===== config.mk =====
export PLATFORM = sky130hd
export DESIGN_NAME = rde_queue
export DESIGN_NICKNAME = d
export VERILOG_FILES = /design/src/sv/raster_draw_engine_defines.svh /design/src/sv/rde_pkg.sv /design/src/sv/rde_queue.sv
export SDC_FILE = /design/constraint.sdc
export NUM_CORES = 1
export LEC_CHECK = 0
export BUFFER_PORTS_ARGS = -buffer_cell sky130_fd_sc_hd__buf_2
export CAP_MARGIN = 10
export CELL_PAD_IN_SITES_DETAIL_PLACEMENT = 1
export CELL_PAD_IN_SITES_GLOBAL_PLACEMENT = 1
export CORE_AREA = 2 2 180 182
export DETAILED_ROUTE_END_ITERATION = 8
export DIE_AREA = 0 0 182 184
export PLACE_DENSITY = 0.73
export SYNTH_ARGS = -nofsm -noshare
export SYNTH_HDL_FRONTEND = slang
export SYNTH_SLANG_ARGS = --single-unit

===== constraint.sdc =====
create_clock -name clock -period 4.21 [get_ports clock]
set_input_delay 0.842 -clock clock [delete_from_list [all_inputs] [get_ports clock]]
set_output_delay 0.842 -clock clock [all_outputs]
set_load 0.02 [all_outputs]

===== src/sv/raster_draw_engine_defines.svh =====
// assertion macros for the raster draw engine
`ifndef RASTER_DRAW_ENGINE_DEFINES_SVH
`define RASTER_DRAW_ENGINE_DEFINES_SVH

// condition holds at every edge outside reset
`define RDE_ASSERT_ALWAYS(lbl, cond, msg) \
   lbl: assert property (@(posedge clock) disable iff (reset) (cond)) else $error(msg);

// antecedent implies consequent in the same cycle
`define RDE_ASSERT_IMPLY(lbl, ante, cons, msg) \
   lbl: assert property (@(posedge clock) disable iff (reset) (ante) |-> (cons)) else $error(msg);

`endif


===== src/sv/rde_pkg.sv =====
// shared types and constants of the raster draw engine
`default_nettype none
package rde_pkg;

   localparam int CW     = 12;
   localparam int EW     = 13;
   localparam int QDEPTH = 4;
   localparam int QAW    = $clog2(QDEPTH);

   typedef enum logic [3:0] {
      CMD_PIXEL     = 4'd0,
      CMD_INV_PIXEL = 4'd1,
      CMD_HBYTE     = 4'd2,
      CMD_VBYTE     = 4'd3,
      CMD_VLINE     = 4'd4,
      CMD_HLINE     = 4'd5,
      CMD_RECT      = 4'd6,
      CMD_INV_AREA  = 4'd7,
      CMD_CLR_AREA  = 4'd8,
      CMD_CLEAR     = 4'd9,
      CMD_READ      = 4'd10
   } cmd_type;

   typedef enum logic [1:0] {
      CSR_FG   = 2'd0,
      CSR_BG   = 2'd1,
      CSR_MODE = 2'd2
   } csr_index_type;

   localparam logic [1:0] MODE_OPAQUE = 2'd0;
   localparam logic [1:0] MODE_TRANSP = 2'd1;
   localparam logic [1:0] MODE_INVERT = 2'd2;

   typedef struct packed {
      logic [7:0] fg;
      logic [7:0] bg;
      logic [1:0] mode;
   } cfg_type;

   typedef enum logic [2:0] {
      PK_NOP,
      PK_WRITE,
      PK_INVERT,
      PK_PAT,
      PK_READ
   } prim_kind_type;

   typedef struct packed {
      prim_kind_type         kind;
      logic                  last;
      logic                  vert;
      logic [1:0]            mode;
      logic [7:0]            color;
      logic [7:0]            bg;
      logic [7:0]            bits;
      logic signed [EW-1:0]  x1;
      logic signed [EW-1:0]  x2;
      logic signed [EW-1:0]  y1;
      logic signed [EW-1:0]  y2;
   } prim_type;

   typedef enum logic {
      F_IDLE,
      F_EMIT
   } front_state_type;

   typedef enum logic [2:0] {
      B_INIT,
      B_IDLE,
      B_ROW,
      B_RUN,
      B_INV,
      B_RDW,
      B_DONE
   } back_state_type;

endpackage
`default_nettype wire


===== src/sv/rde_queue.sv =====
// primitive queue between front and back
`default_nettype none
module rde_queue
   import rde_pkg::*;
(
   input  wire logic       clock,
   input  wire logic       reset,
   input  wire logic       push,
   input  wire prim_type   push_data,
   input  wire logic       pop,
   output prim_type        head,
   output logic            full,
   output logic            empty,
   output logic [QAW:0]    count
);

   prim_type          slot_ff [QDEPTH];
   logic [QAW-1:0]    wr_ff, wr_in;
   logic [QAW-1:0]    rd_ff, rd_in;
   logic [QAW:0]      cnt_ff, cnt_in;

   assign head  = slot_ff[rd_ff];
   assign full  = (cnt_ff == (QAW+1)'(QDEPTH));
   assign empty = (cnt_ff == '0);
   assign count = cnt_ff;

   always_comb begin
      wr_in  = push ? wr_ff + 1'b1 : wr_ff;
      rd_in  = pop ? rd_ff + 1'b1 : rd_ff;
      cnt_in = cnt_ff + (QAW+1)'(push) - (QAW+1)'(pop);
   end

   always_ff @(posedge clock) begin
      if (reset) begin
         wr_ff  <= '0;
         rd_ff  <= '0;
         cnt_ff <= '0;
      end else begin
         wr_ff  <= wr_in;
         rd_ff  <= rd_in;
         cnt_ff <= cnt_in;
      end
   end

   always_ff @(posedge clock) begin
      if (push) begin
         slot_ff[wr_ff] <= push_data;
      end
   end

endmodule
`default_nettype wire


== Yosys cells after proc, flatten, opt, wreduce, memory -nomap -nowiden ==
Memories as Yosys holds them, arrays and structs flattened. A register that Yosys moved wholly into a read port is not among the register bits.
Cells that the tools add are included.

* Flip-flop bits (word level): 7
* RAM bits: 332
* Input port bits: 87
* Output and inout bits: 88
* Word-level logic and storage cells: 14
* Memories: 1

{| class="wikitable"
|+ Memories
! memory !! depth !! width !! read ports !! clocked after memory_dff !! wr ports !! RTL line !! RTL
|-
| slot_ff || 4 || 83 || 1 || 1 || 1 || rde_queue.sv:17 || <nowiki>prim_type slot_ff [QDEPTH];</nowiki>
|}

* $add $sub $neg: 4
* Eq/ne operators: 1
* Muxes and demuxes: 4
* Reduce and logical (&&, ||, !) cells: 1

{| class="wikitable"
|+ Operators with widths
! operator !! count
|-
| $add 2x1->2 const B || 2
|-
| $mux 2 || 2
|-
| $add 3x1->3 || 1
|-
| $eq 3x3->1 const B || 1
|-
| $logic_not 3->1 || 1
|-
| $sub 3x1->3 || 1
|-
| $mux 1 || 2
|}

== Logic depth before layout (Yosys ltp) ==
* Depth after elaboration: 3
* Gate-level depth with buffers: 7
* Gate-level depth less buffers: 7

== Worst setup path before layout ==
Ideal clock, no wire load.

* Path kind: in2reg
* Start: input push
* End: memory slot_ff[0][0] (netlist name), enable pin
* Setup time: 0.450 ns
* Arrival: 2.772 ns
* Slack: 0.988 ns
* Stages on the path: 1
* Cell sequence: and2_1

* Cells in the longest elaborated chain, start to end: 2

{| class="wikitable"
|+ Ends and longest elaborated chain
! element !! RTL line !! RTL
|-
| start, declared || rde_queue.sv:8 || <nowiki>input wire logic push,</nowiki>
|-
| $mux 1 || rde_queue.sv:46 || <nowiki>if (push) begin</nowiki>
|-
| $mux 1 (implied by the code) || rde_queue.sv:47 || <nowiki>slot_ff[wr_ff] <= push_data;</nowiki>
|-
| end, declared || rde_queue.sv:17 ||
|}

No other way between the ends.

==> results by group <==
Run status
  – Status: completed

Worst setup path
  – Worst-path fanout max: 25
  – Critical path type: flip-flop to output port
  – Required time worst endpoint: 3.37 ns
  – R2r endpoint: slot_ff[2][34]
  – CP arrival: 2.43 ns
  – Worst r2r src: wr_ff[0]
  – Worst setup EP type: output port
  – Worst Setup Start Kind: flip-flop
  – Reg2reg setup slack: 2.28 ns
  – R2R depth: 4

Logic synthesis
  – Synth Area in Compound Gates: 0.121%
  – Largest family of logic cells by synthesized area: multiplexers
  – Synth Register Bits: 341
  – Post-synthesis mux area share: 15.1%
  – Syn Area/Cell: 26.1 sq um
  – Netlist Area Pre-Place: 12400 sq um
  – Xor/xnor share of the synthesized area: 0.333%
  – Simple-gate share of the synthesized area: 0.605%
  – Ys Warns: 0
  – Post-synthesis adder-cell area fraction: 0.766%
  – Gate Count Post-Synth: 475
  – Sequential-to-total area share from yosys stat: 81.7%
  – Synth unique cells: 20
  – Syn_nets: 569

Placed design
  – Placed cell area: 13800 sq um
  – IO buf count: 174
  – Routability cong.: 0.686
  – DP HPWL: 15100 microns
  – Place WS: 1.36 ns
  – Placed cells: 1040

STA
  – Fmax: 0.306 GHz
  – Setup ws final: 0.942 ns
  – RSZ-0062 raised after global routing: false
  – Hold slack: 0.530 ns
  – Clk_skew: 0.00972 ns
  – Final Max Tran Viols: 0
  – Max_slew headroom: 54.8%
  – Worst slew pin tran: 0.678 ns
  – Period utilization: 77.6%
  – Setup_tns: 0 ns
  – Final setup fails: 0
  – Final hold viol count: 0
  – Fin crit period: 3.27 ns

Min path
  – WHS Path Cells: 2
  – Hold Startpoint: rd_ff[1]
  – Hold Crit Class: flip-flop to flip-flop

Layout
  – Final Instance Area: 14900 sq um
  – Ratio of cells with drive above 1 in the final layout: 45.7%
  – Post-layout nets: 770
  – Non-filler cells, final: 1105
  – Layout Area Growth over Synthesis: 20.0%
  – Finished Core Util: 47.5%
  – Antenna cells: 0

Clocking
  – Clk Latency, worst-skew pair: 0.51 ns
  – CTS Hold Bufs: 0
  – PostCTS Resize Cnt: 0
  – H-tree Lvls: 2
  – Root buffer cell: clkbuf_16
  – CTS Buffer Depth: 3
  – CTS tree: done
  – Clock sink count: 341
  – Total CTS buffers: 36
  – Post-CTS Setup Inserts: 0
  – Clock transition at path regs: 0.06 ns

Flow run
  – Max Cap Viol: 0

GRT
  – Grt ovf: 0
  – Largest net degree at the start of global routing: 49
  – Number of global-route vias before repair: 6509
  – First-pass GRT wire length: 38200 microns
  – Antenna violations before repair: 0
  – Total GRT Usage: 15.2%

Floorplan
  – DIE WIDTH: 182 microns
  – Die H: 184 microns
  – Full die area: 33500 sq um
  – Num rows: 65
  – Initial Util: 39.6%
  – Total core area: 31400 sq um
  – I/O Pins: 175

Power
  – Pwr Density: 519 nW/um^2
  – P_leak: 4.99 nW
  – Post-layout power: 7.74 mW
  – Max VDD drop: 0.333 mV

Detailed routing
  – DRT Pass-1 Iters: 4
  – Routed WL: 25000 microns
  – DR iter-0 viols: 337
  – Via density: 5.10
  – # DRC: 0
  – Routed via count: 5636
  – WL/cell: 22.6 microns
  – Routed Antenna Nets: 0
critical path, stage by stage, from the launching register on:
cell	delay, ns
dfxtp_4	0.70
buf_4	0.46
mux4_2	0.58
buf_2	0.18
cells in the mapped netlist:
master    instances  share of area [%]
nor2b_1           2               0.10
a21oi_1           1              0.040
and3_1            1              0.050
xnor2_1           2               0.14
fa_1              1               0.16
nor3_1            1              0.040
mux4_2           83                 15
nand3b_1          1              0.060
clkbuf_1          1              0.030
xor3_1            1               0.19
mux2i_1           1              0.081
and2_1            4               0.20
nor2_1            5               0.15
buf_2             9               0.36
buf_6             8               0.73
edfxtp_1        332                 80
ha_1              6               0.60
a21bo_2           1              0.081
dfxtp_1           9                1.5
inv_1             6               0.18
metal layers:
| layer | GRT usage, % | part of all wire (%) |
|---|---|---|
| met4 | 4.00 | 1.9 |
| met5 | 0 | 0 |
| met3 | 3.35 | 4.9 |
| met2 | 25.7 | 50 |
| met1 | 20.0 | 43 |
flip-flops by register name (all words and copies together), names as in the netlist, named ones only:
| register | flops |
|---|---|
| rd_ff | 2 |
| wr_ff | 2 |
| count | 3 |
| slot_ff | 332 |
report_power, final:
part | switching, mW | internal, mW
registers | 0.0733 | 3.90
clock network | 1.24 | 1.71
logic | 0.473 | 0.339
area by class of cell:
| type | count | area (sq um) |
|---|---|---|
| multi-input combinational | 110 | 2120 |
| fill | 2856 | 16500 |
| tap | 402 | 503 |
| inverter | 6 | 22.5 |
| sequential | 341 | 10200 |
| timing repair buffer | 181 | 998 |
| clock inverter | 17 | 129 |
| clock buffer | 48 | 977 |
kinds of logic after synthesis:
kind of cell             Yosys count
XOR/XNOR                           3
AND/OR/NAND/NOR                   14
flip-flops                       341
multiplexers                      84
buffers and inverters             24
adder cells (fa/ha/maj)            7
AO/OA/AOI/OAI                      2
placed cells by master (no fill, tap or decap), types with 2 or more instances in the layout:
cell type   instances
clkbuf_1           10
and2_4              4
clkbuf_16          37
clkinvlp_4          4
buf_2             174
nor2b_1             2
ha_1                6
mux4_2             83
dfxtp_1             7
inv_1               6
dfxtp_4             2
clkinv_2            3
buf_12              6
clkinv_1            5
nor2_1              5
xnor2_1             2
edfxtp_1          332
inv_6               3
how the worst max path moves through the flow:
| stage | startpoint | end | slack, ns | cells past startpoint |
|---|---|---|---|---|
| 5_1_grt | flip-flop | head[10] | 0.71 | 3 |
| 3_5_place_dp | flip-flop | head[10] | 1.36 | 3 |
| 2_1_floorplan | push | slot_ff[0][0] | 0.99 | 1 |
| 3_3_place_gp | flip-flop | head[4] | 1.40 | 3 |
| 6_report | flip-flop | head[4] | 0.94 | 3 |
| 4_1_cts | flip-flop | head[10] | 0.82 | 3 |
Power figures use the tool's default switching activity.
