===== config.mk =====
export PLATFORM = sky130hd
export DESIGN_NAME = rde_front
export DESIGN_NICKNAME = d
export VERILOG_FILES = /design/src/sv/raster_draw_engine_defines.svh /design/src/sv/rde_pkg.sv /design/src/sv/rde_front.sv
export SDC_FILE = /design/constraint.sdc
export NUM_CORES = 1
export LEC_CHECK = 0
export BUFFER_PORTS_ARGS = -buffer_cell sky130_fd_sc_hd__buf_2
export CORE_MARGIN = 1.5
export CORE_UTILIZATION = 25
export CTS_BUF_LIST = sky130_fd_sc_hd__clkbuf_2 sky130_fd_sc_hd__clkbuf_4 sky130_fd_sc_hd__clkbuf_8
export CTS_CLUSTER_SIZE = 30
export DETAILED_ROUTE_END_ITERATION = 8
export HOLD_SLACK_MARGIN = 0.02
export PLACE_DENSITY = 0.44
export SLEW_MARGIN = 20
export SYNTH_ARGS = -nofsm -noshare
export SYNTH_HDL_FRONTEND = slang
export SYNTH_SLANG_ARGS = --single-unit

===== constraint.sdc =====
create_clock -name clock -period 18.6 [get_ports clock]
set_input_delay 3.72 -clock clock [delete_from_list [all_inputs] [get_ports clock]]
set_output_delay 3.72 -clock clock [all_outputs]
set_load 0.02 [all_outputs]

===== src/sv/raster_draw_engine_defines.svh =====
// assertion macros for the raster draw engine
`ifndef RASTER_DRAW_ENGINE_DEFINES_SVH
`define RASTER_DRAW_ENGINE_DEFINES_SVH

// condition holds at every edge outside reset
`define RDE_ASSERT_ALWAYS(lbl, cond, msg) \
   lbl: assert property (@(posedge clock) disable iff (reset) (cond)) else $error(msg);

// antecedent implies consequent in the same cycle
`define RDE_ASSERT_IMPLY(lbl, ante, cons, msg) \
   lbl: assert property (@(posedge clock) disable iff (reset) (ante) |-> (cons)) else $error(msg);

`endif


===== src/sv/rde_pkg.sv =====
// shared types and constants of the raster draw engine
`default_nettype none
package rde_pkg;

   localparam int CW     = 12;
   localparam int EW     = 13;
   localparam int QDEPTH = 4;
   localparam int QAW    = $clog2(QDEPTH);

   typedef enum logic [3:0] {
      CMD_PIXEL     = 4'd0,
      CMD_INV_PIXEL = 4'd1,
      CMD_HBYTE     = 4'd2,
      CMD_VBYTE     = 4'd3,
      CMD_VLINE     = 4'd4,
      CMD_HLINE     = 4'd5,
      CMD_RECT      = 4'd6,
      CMD_INV_AREA  = 4'd7,
      CMD_CLR_AREA  = 4'd8,
      CMD_CLEAR     = 4'd9,
      CMD_READ      = 4'd10
   } cmd_type;

   typedef enum logic [1:0] {
      CSR_FG   = 2'd0,
      CSR_BG   = 2'd1,
      CSR_MODE = 2'd2
   } csr_index_type;

   localparam logic [1:0] MODE_OPAQUE = 2'd0;
   localparam logic [1:0] MODE_TRANSP = 2'd1;
   localparam logic [1:0] MODE_INVERT = 2'd2;

   typedef struct packed {
      logic [7:0] fg;
      logic [7:0] bg;
      logic [1:0] mode;
   } cfg_type;

   typedef enum logic [2:0] {
      PK_NOP,
      PK_WRITE,
      PK_INVERT,
      PK_PAT,
      PK_READ
   } prim_kind_type;

   typedef struct packed {
      prim_kind_type         kind;
      logic                  last;
      logic                  vert;
      logic [1:0]            mode;
      logic [7:0]            color;
      logic [7:0]            bg;
      logic [7:0]            bits;
      logic signed [EW-1:0]  x1;
      logic signed [EW-1:0]  x2;
      logic signed [EW-1:0]  y1;
      logic signed [EW-1:0]  y2;
   } prim_type;

   typedef enum logic {
      F_IDLE,
      F_EMIT
   } front_state_type;

   typedef enum logic [2:0] {
      B_INIT,
      B_IDLE,
      B_ROW,
      B_RUN,
      B_INV,
      B_RDW,
      B_DONE
   } back_state_type;

endpackage
`default_nettype wire


===== src/sv/rde_front.sv =====
// command front end: accepts words and splits them into area primitives
`default_nettype none
module rde_front
   import rde_pkg::*;
(
   input  wire logic                 clock,
   input  wire logic                 reset,
   input  wire logic                 req_valid,
   output logic                      req_stall,
   input  wire logic [3:0]           req_command,
   input  wire logic signed [CW-1:0] req_x_start,
   input  wire logic signed [CW-1:0] req_x_end,
   input  wire logic signed [CW-1:0] req_y_start,
   input  wire logic signed [CW-1:0] req_y_end,
   input  wire logic [7:0]           req_pixel_color,
   input  wire logic [7:0]           req_pattern_byte,
   input  wire logic                 req_fill_flag,
   input  wire cfg_type              cfg,
   input  wire logic                 init_busy,
   input  wire logic                 q_full,
   output logic                      q_push,
   output prim_type                  q_data
);

   front_state_type       state_ff, state_in;
   logic [2:0]            k_ff, k_in;
   logic [3:0]            cmd_ff;
   logic signed [EW-1:0]  x1_ff, x2_ff, y1_ff, y2_ff;
   logic [7:0]            color_ff, bits_ff;
   logic                  fill_ff;
   logic                  accept;
   prim_type              p;
   prim_kind_type         line_kind;

   assign accept = req_valid && !req_stall;

   // next state
   always_comb begin
      state_in = state_ff;
      k_in     = k_ff;
      case (state_ff)
         F_IDLE: begin
            if (accept) begin
               state_in = F_EMIT;
               k_in     = '0;
            end
         end
         F_EMIT: begin
            if (!q_full) begin
               if (p.last) begin
                  state_in = F_IDLE;
               end else begin
                  k_in = k_ff + 1'b1;
               end
            end
         end
         default: state_in = F_IDLE;
      endcase
   end

   // outputs
   always_comb begin
      req_stall = (state_ff != F_IDLE) || init_busy;
      q_push    = (state_ff == F_EMIT) && !q_full;
      q_data    = p;
   end

   // primitive for the current step
   always_comb begin
      line_kind = (cfg.mode == MODE_INVERT) ? PK_INVERT : PK_WRITE;
      p.kind  = PK_NOP;
      p.last  = 1'b1;
      p.vert  = 1'b0;
      p.mode  = cfg.mode;
      p.color = cfg.fg;
      p.bg    = cfg.bg;
      p.bits  = bits_ff;
      p.x1    = x1_ff;
      p.x2    = x1_ff;
      p.y1    = y1_ff;
      p.y2    = y1_ff;
      case (cmd_ff)
         CMD_PIXEL: begin
            p.kind  = PK_WRITE;
            p.color = color_ff;
         end
         CMD_INV_PIXEL: p.kind = PK_INVERT;
         CMD_HBYTE: begin
            p.kind = PK_PAT;
            p.x2   = x1_ff + EW'(7);
         end
         CMD_VBYTE: begin
            p.kind = PK_PAT;
            p.vert = 1'b1;
            p.y2   = y1_ff + EW'(7);
         end
         CMD_VLINE: begin
            p.kind = line_kind;
            p.y2   = y2_ff;
         end
         CMD_HLINE: begin
            p.kind = line_kind;
            p.x2   = x2_ff;
         end
         CMD_RECT: begin
            p.kind = line_kind;
            p.last = (k_ff == 3'd4) || ((k_ff == 3'd3) && !fill_ff);
            case (k_ff)
               3'd0: p.x2 = x2_ff;
               3'd1: begin
                  p.x2 = x2_ff;
                  p.y1 = y2_ff;
                  p.y2 = y2_ff;
               end
               3'd2: p.y2 = y2_ff;
               3'd3: begin
                  p.x1 = x2_ff;
                  p.x2 = x2_ff;
                  p.y2 = y2_ff;
               end
               default: begin
                  p.x1 = x1_ff + EW'(1);
                  p.x2 = x2_ff - EW'(1);
                  p.y2 = y2_ff;
               end
            endcase
         end
         CMD_INV_AREA: begin
            p.kind = PK_INVERT;
            p.x2   = x2_ff;
            p.y2   = y2_ff;
         end
         CMD_CLR_AREA: begin
            p.kind  = PK_WRITE;
            p.color = cfg.bg;
            p.x2    = x2_ff;
            p.y2    = y2_ff;
         end
         CMD_CLEAR: begin
            // widest range, clipped to the screen by the back end
            p.kind  = PK_WRITE;
            p.color = cfg.bg;
            p.x1    = '0;
            p.y1    = '0;
            p.x2    = {1'b0, {(EW-1){1'b1}}};
            p.y2    = {1'b0, {(EW-1){1'b1}}};
         end
         CMD_READ: p.kind = PK_READ;
         default: p.kind = PK_NOP;
      endcase
   end

   always_ff @(posedge clock) begin
      if (reset) begin
         state_ff <= F_IDLE;
         k_ff     <= '0;
      end else begin
         state_ff <= state_in;
         k_ff     <= k_in;
      end
   end

   always_ff @(posedge clock) begin
      if (accept) begin
         cmd_ff   <= req_command;
         x1_ff    <= EW'(req_x_start);
         x2_ff    <= EW'(req_x_end);
         y1_ff    <= EW'(req_y_start);
         y2_ff    <= EW'(req_y_end);
         color_ff <= req_pixel_color;
         bits_ff  <= req_pattern_byte;
         fill_ff  <= req_fill_flag;
      end
   end

endmodule
`default_nettype wire


# Yosys cells after proc, flatten, opt, wreduce, memory -nomap -nowiden
# Index checks and enable logic that the tools add are counted.
# word_totals
output_inout_bits	85
wordCells	75
register_bits	73
# classes
add_sub_neg	5
reduce_logical	20
bitwise_logic	1
eq_ne	18
mux	21
# ops
op	count
$pmux W13 S2	4
$pmux W13 S4	2
$add A12 B4 Y13 const B	2
$mux W13	2
$reduce_or A3 Y1	6
$eq A4 B3 Y1 const B	4
$pmux W8 S2	1
$pmux W3 S5	1
$add A12 B2 Y13 const B	1
$sub A12 B2 Y13 const B	1
$eq A4 B4 Y1 const B	3
$mux W3	3
$eq A4 B2 Y1 const B	2
$eq A3 B2 Y1 const B	2
$ne A2 B2 Y1 const B	3
$pmux W3 S2	1
$reduce_or A2 Y1	3
$mux W1	5
$eq A4 B1 Y1 const B	1
$logic_not A4 Y1	1
$add A3 B1 Y3 const B	1
$eq A3 B1 Y1 const B	1
$eq A3 B3 Y1 const B	1
$logic_and A1 B1 Y1	3
other kinds (8)	11

# Logic depth before layout (Yosys ltp)
# logic_depth
word_depth	7
mapped_depth	10
ltp_nobuf	7

# Worst setup path after synthesis
# OpenSTA, ideal clock, no wires.
# synth_path
path_kind	input -> register
from	input port init_busy
to	register k_ff[2]
arrival_ns	9.692
path_stages	5
required_time_ns	18.483
setup_slack_ns	8.791
path_cell_list	nor3b_1 > a41oi_1 > nand2b_1 > a22oi_1 > nor2_1
# synth_via
elab_chain_len	5
# synth_rtl
item	line_no	source
start, declared	rde_front.sv:19	input wire logic init_busy,
$logic_or A1 B1 Y1	rde_front.sv:63	req_stall = (state_ff != F_IDLE) || init_busy;
$logic_not A1 Y1	rde_front.sv:35	assign accept = req_valid && !req_stall;
$logic_and A1 B1 Y1	rde_front.sv:35	
$ne A2 B2 Y1 (no source line)	n/a	
$reduce_and A3 Y1 (no source line)	n/a	
end signal, assigned	rde_front.sv:159	k_ff <= k_in;
end, declared	rde_front.sv:26	logic [2:0] k_ff, k_in;
# Every way passes these cells.
# A chain may end at the register's enable or synchronous reset.

==> flow_metrics.tcl <==
set metrics [dict create \
    wl_met3_um 1280 \
    fin_setup_tns_ns 0 \
    place_area_um2 6230 \
    vias 5334 \
    die_w_um 147 \
    synth_ff_type "edfxtp_1" \
    die-area_um2 21700 \
    cts_tree "built" \
    p_per_area_nw_per_um2 64.1 \
    drt-pass1-iter-count 7 \
    postCtsSetupBuffers 0 \
    drive_gt1_frac 0.293 \
    setup_violations 0 \
    critical_path_class "input pin to output pin" \
    ys_seq_elements 73 \
    viasPerCell 5.37 \
    synthTopCellsByArea "edfxtp_1 40%, o21ai_0 5.1%, nand2_1 4.0%" \
    timing.final.ws_setup_ns 10.41 \
    crit_path_end_kind "output pin" \
    rsz0062_at_grt "false" \
    h-tree-depth 3 \
    clock_skew_ns 0.0101 \
    globalplace.congestion 0.873 \
    ys_async_sr_fraction 0 \
    start_util 0.256 \
    grt_usage 0.174 \
    cts_buffer_depth 2 \
    drt-wirelength-per-cell_um 19.2 \
    crit_top_cell "buf_2" \
    drv_cap 0 \
    cts-resized-gates 0 \
    area_growth_pct 23.5 \
    hp-class "flop to flop" \
    grt_pass1_vias 5271 \
    finalCriticalPeriod_ns 8.19 \
    clk_pin_slew_ns 0.08 \
    dr_wl_met2_um 9240 \
    grt-ovfl-total 0 \
    dp_slack_ns 10.41 \
    final_cells 994 \
    ys_seq_area_frac 0.413 \
    dr.max_layer_used "met4" \
    cellLeakagePower_nw 2.55 \
    crit_path_max_incr_delay_ns 0.19 \
    relSlewSlack 0.309 \
    netlist.area_leader.share 0.398 \
    grt_max_degree 71 \
    clock_latency_ns 0.38 \
    cts_hold_buf 0 \
    min_period_over_period 0.440 \
    syn_area_um2 5210 \
    io_pins 177 \
    finish.instance_area_um2 6430 \
    syn-num-nets 685 \
    slowest_stage "a31oi_1" \
    cp_max_fo 3 \
    cp-start-kind "input pin" \
    die_y_um 147 \
    root_buffer "clkbuf_8" \
    rows 52 \
    max-vdd-ir-drop_uv 35.8 \
    fin_nets 820 \
    wl_met1_um 8260 \
    drtAntennaViolNets 0 \
    diodes 0 \
    cp_data_arrival_time_ns 4.47 \
    clock_sinks 73 \
    antenna_found_initial 0 \
    cp.required_ns 14.88 \
    path_cells "buf_2 -> nand2b_1 -> a31oi_1 -> o21a_1 -> buf_2" \
    synth_edf_count 69 \
    drc 0 \
    slew_viol_final 0 \
    cts_buffers 9 \
    hold_viol 0 \
    worst_pin_slew_ns 1.04 \
    grt_pass1_wl_um 29100 \
    postSynthCellCount 584 \
    avgSynthCellArea_um2 8.92 \
    portBuffers 176 \
    yosys.area.top_type "edfxtp_1" \
    hpwl_um 13600 \
    dp_cells 978 \
    ys_warn_count 0 \
    yosys.cell_types.count 70 \
    coreArea_um2 20400 \
    outcome "finished, final reports clean" \
    routed_wl_um 19100 \
    fmax_ghz 0.122 \
    drt_iter0_drc 436 \
]
[metrics by stage]
stage | utilization | hold slack (ns) | power [mW]
5_1_grt | 0.316 | 0.634 | 0.433
4_1_cts | 0.316 | 0.585 | 0.420
3_3_place_gp | 0.306 | 0.561 | 0.281
2_1_floorplan | - | 0.482 | 0.250
3_5_place_dp | 0.306 | 0.572 | 0.282
6_report | 0.316 | 0.570 | 0.412
[area by class of cell]
type	instances	area (um^2)
Clock buffer	9	124
Clock inverter	7	76.3
Fill cell	2195	13900
Inverter	23	86.3
Multi-Input combinational cell	427	2710
Sequential cell	73	2150
Tap cell	270	338
Timing Repair Buffer	185	948
[cell usage after synthesis (all sizes together) (8+ instances only)]
master and count:
nor3 13, inv 22, a22oi 18, o21ai 53, nor2 28, edfxtp 69, nand2 55, clkbuf 45
nor2b 11, ha 9, a22o 15, o211ai 9, buf 16, nand2b 9, a31oi 8, o22ai 16
a21oi 35, o22a 8, nand3 21
[path summary, 6_finish.rpt]
path	startpoint	end	slack [ns]	cells after the start
worst max-delay path	cfg[0]	q_data[81]	10.41	5
worst min-delay path	state_ff	state_ff	0.57	2
worst max register to register	cmd_ff[3]	k_ff[2]	16.30	6
worst min register to register	state_ff	state_ff	0.57	2
[critical path, delay by kind of cell]
family,cells,cell delay [ns]
buffers and inverters,2,0.25
AND/OR/NAND/NOR,1,0.17
AO/OA/AOI/OAI,2,0.33
[where the power goes]
group	internal (mW)	leakage [nW]	total (mW)	switching, mW
Sequential	0.188	0.676	0.199	0.0101
Clock	0.0632	0.0983	0.134	0.0712
Combinational	0.0305	1.77	0.0794	0.0489
Total	0.282	2.55	0.412	0.130
[cell families after synthesis]
group | synth area share
AOI/OAI and AO/OA | 0.290
and+or+nand+nor | 0.180
buffers and inverters | 0.0701
muxes | 0.00577
adders and majority gates | 0.0216
xor gates and xnor gates | 0.0185
DFF | 0.413
[state kept, by name, summed over array words and instances (netlist names)]
name	flops
y1_ff	12
state_ff	1
x1_ff	12
fill_ff	1
y2_ff	12
cmd_ff	4
bits_ff	8
x2_ff	12
k_ff	3
color_ff	8
[metal layers]
layer	track usage	up-vias
met5	0	-
met4	0.0610	0
met3	0.0407	21
met2	0.285	241
met1	0.223	2567
li1	-	2505
[cell usage in the layout, fill, tap and decap left out, types with 3 or more instances in the layout]
| cell type | instances |
|---|---|
| a22o_1 | 15 |
| nor4_1 | 5 |
| clkbuf_8 | 9 |
| edfxtp_1 | 69 |
| o311a_1 | 3 |
| nor2_1 | 28 |
| and2_1 | 3 |
| o211ai_1 | 9 |
| a21oi_1 | 35 |
| nand2_1 | 55 |
| a21o_1 | 6 |
| nor2b_1 | 11 |
| inv_1 | 22 |
| buf_2 | 176 |
| a2bb2oi_1 | 3 |
| or4_1 | 3 |
| a31oi_1 | 8 |
| nand2b_1 | 9 |
| nand3_1 | 21 |
| nor3_1 | 12 |
| o22a_1 | 8 |
| a22oi_1 | 18 |
| nand4_1 | 6 |
| o31ai_1 | 7 |
| o2111ai_1 | 3 |
| mux2i_1 | 3 |
| xor2_1 | 5 |
| xnor2_1 | 6 |
| buf_4 | 9 |
| o21a_1 | 6 |
| a221oi_1 | 7 |
| nand4bb_1 | 3 |
| and3_1 | 5 |
| o21bai_1 | 4 |
| inv_6 | 3 |
| dfxtp_1 | 4 |
| o21ai_0 | 53 |
| o22ai_1 | 16 |
| ha_1 | 9 |
Power figures use the tool's default switching activity.
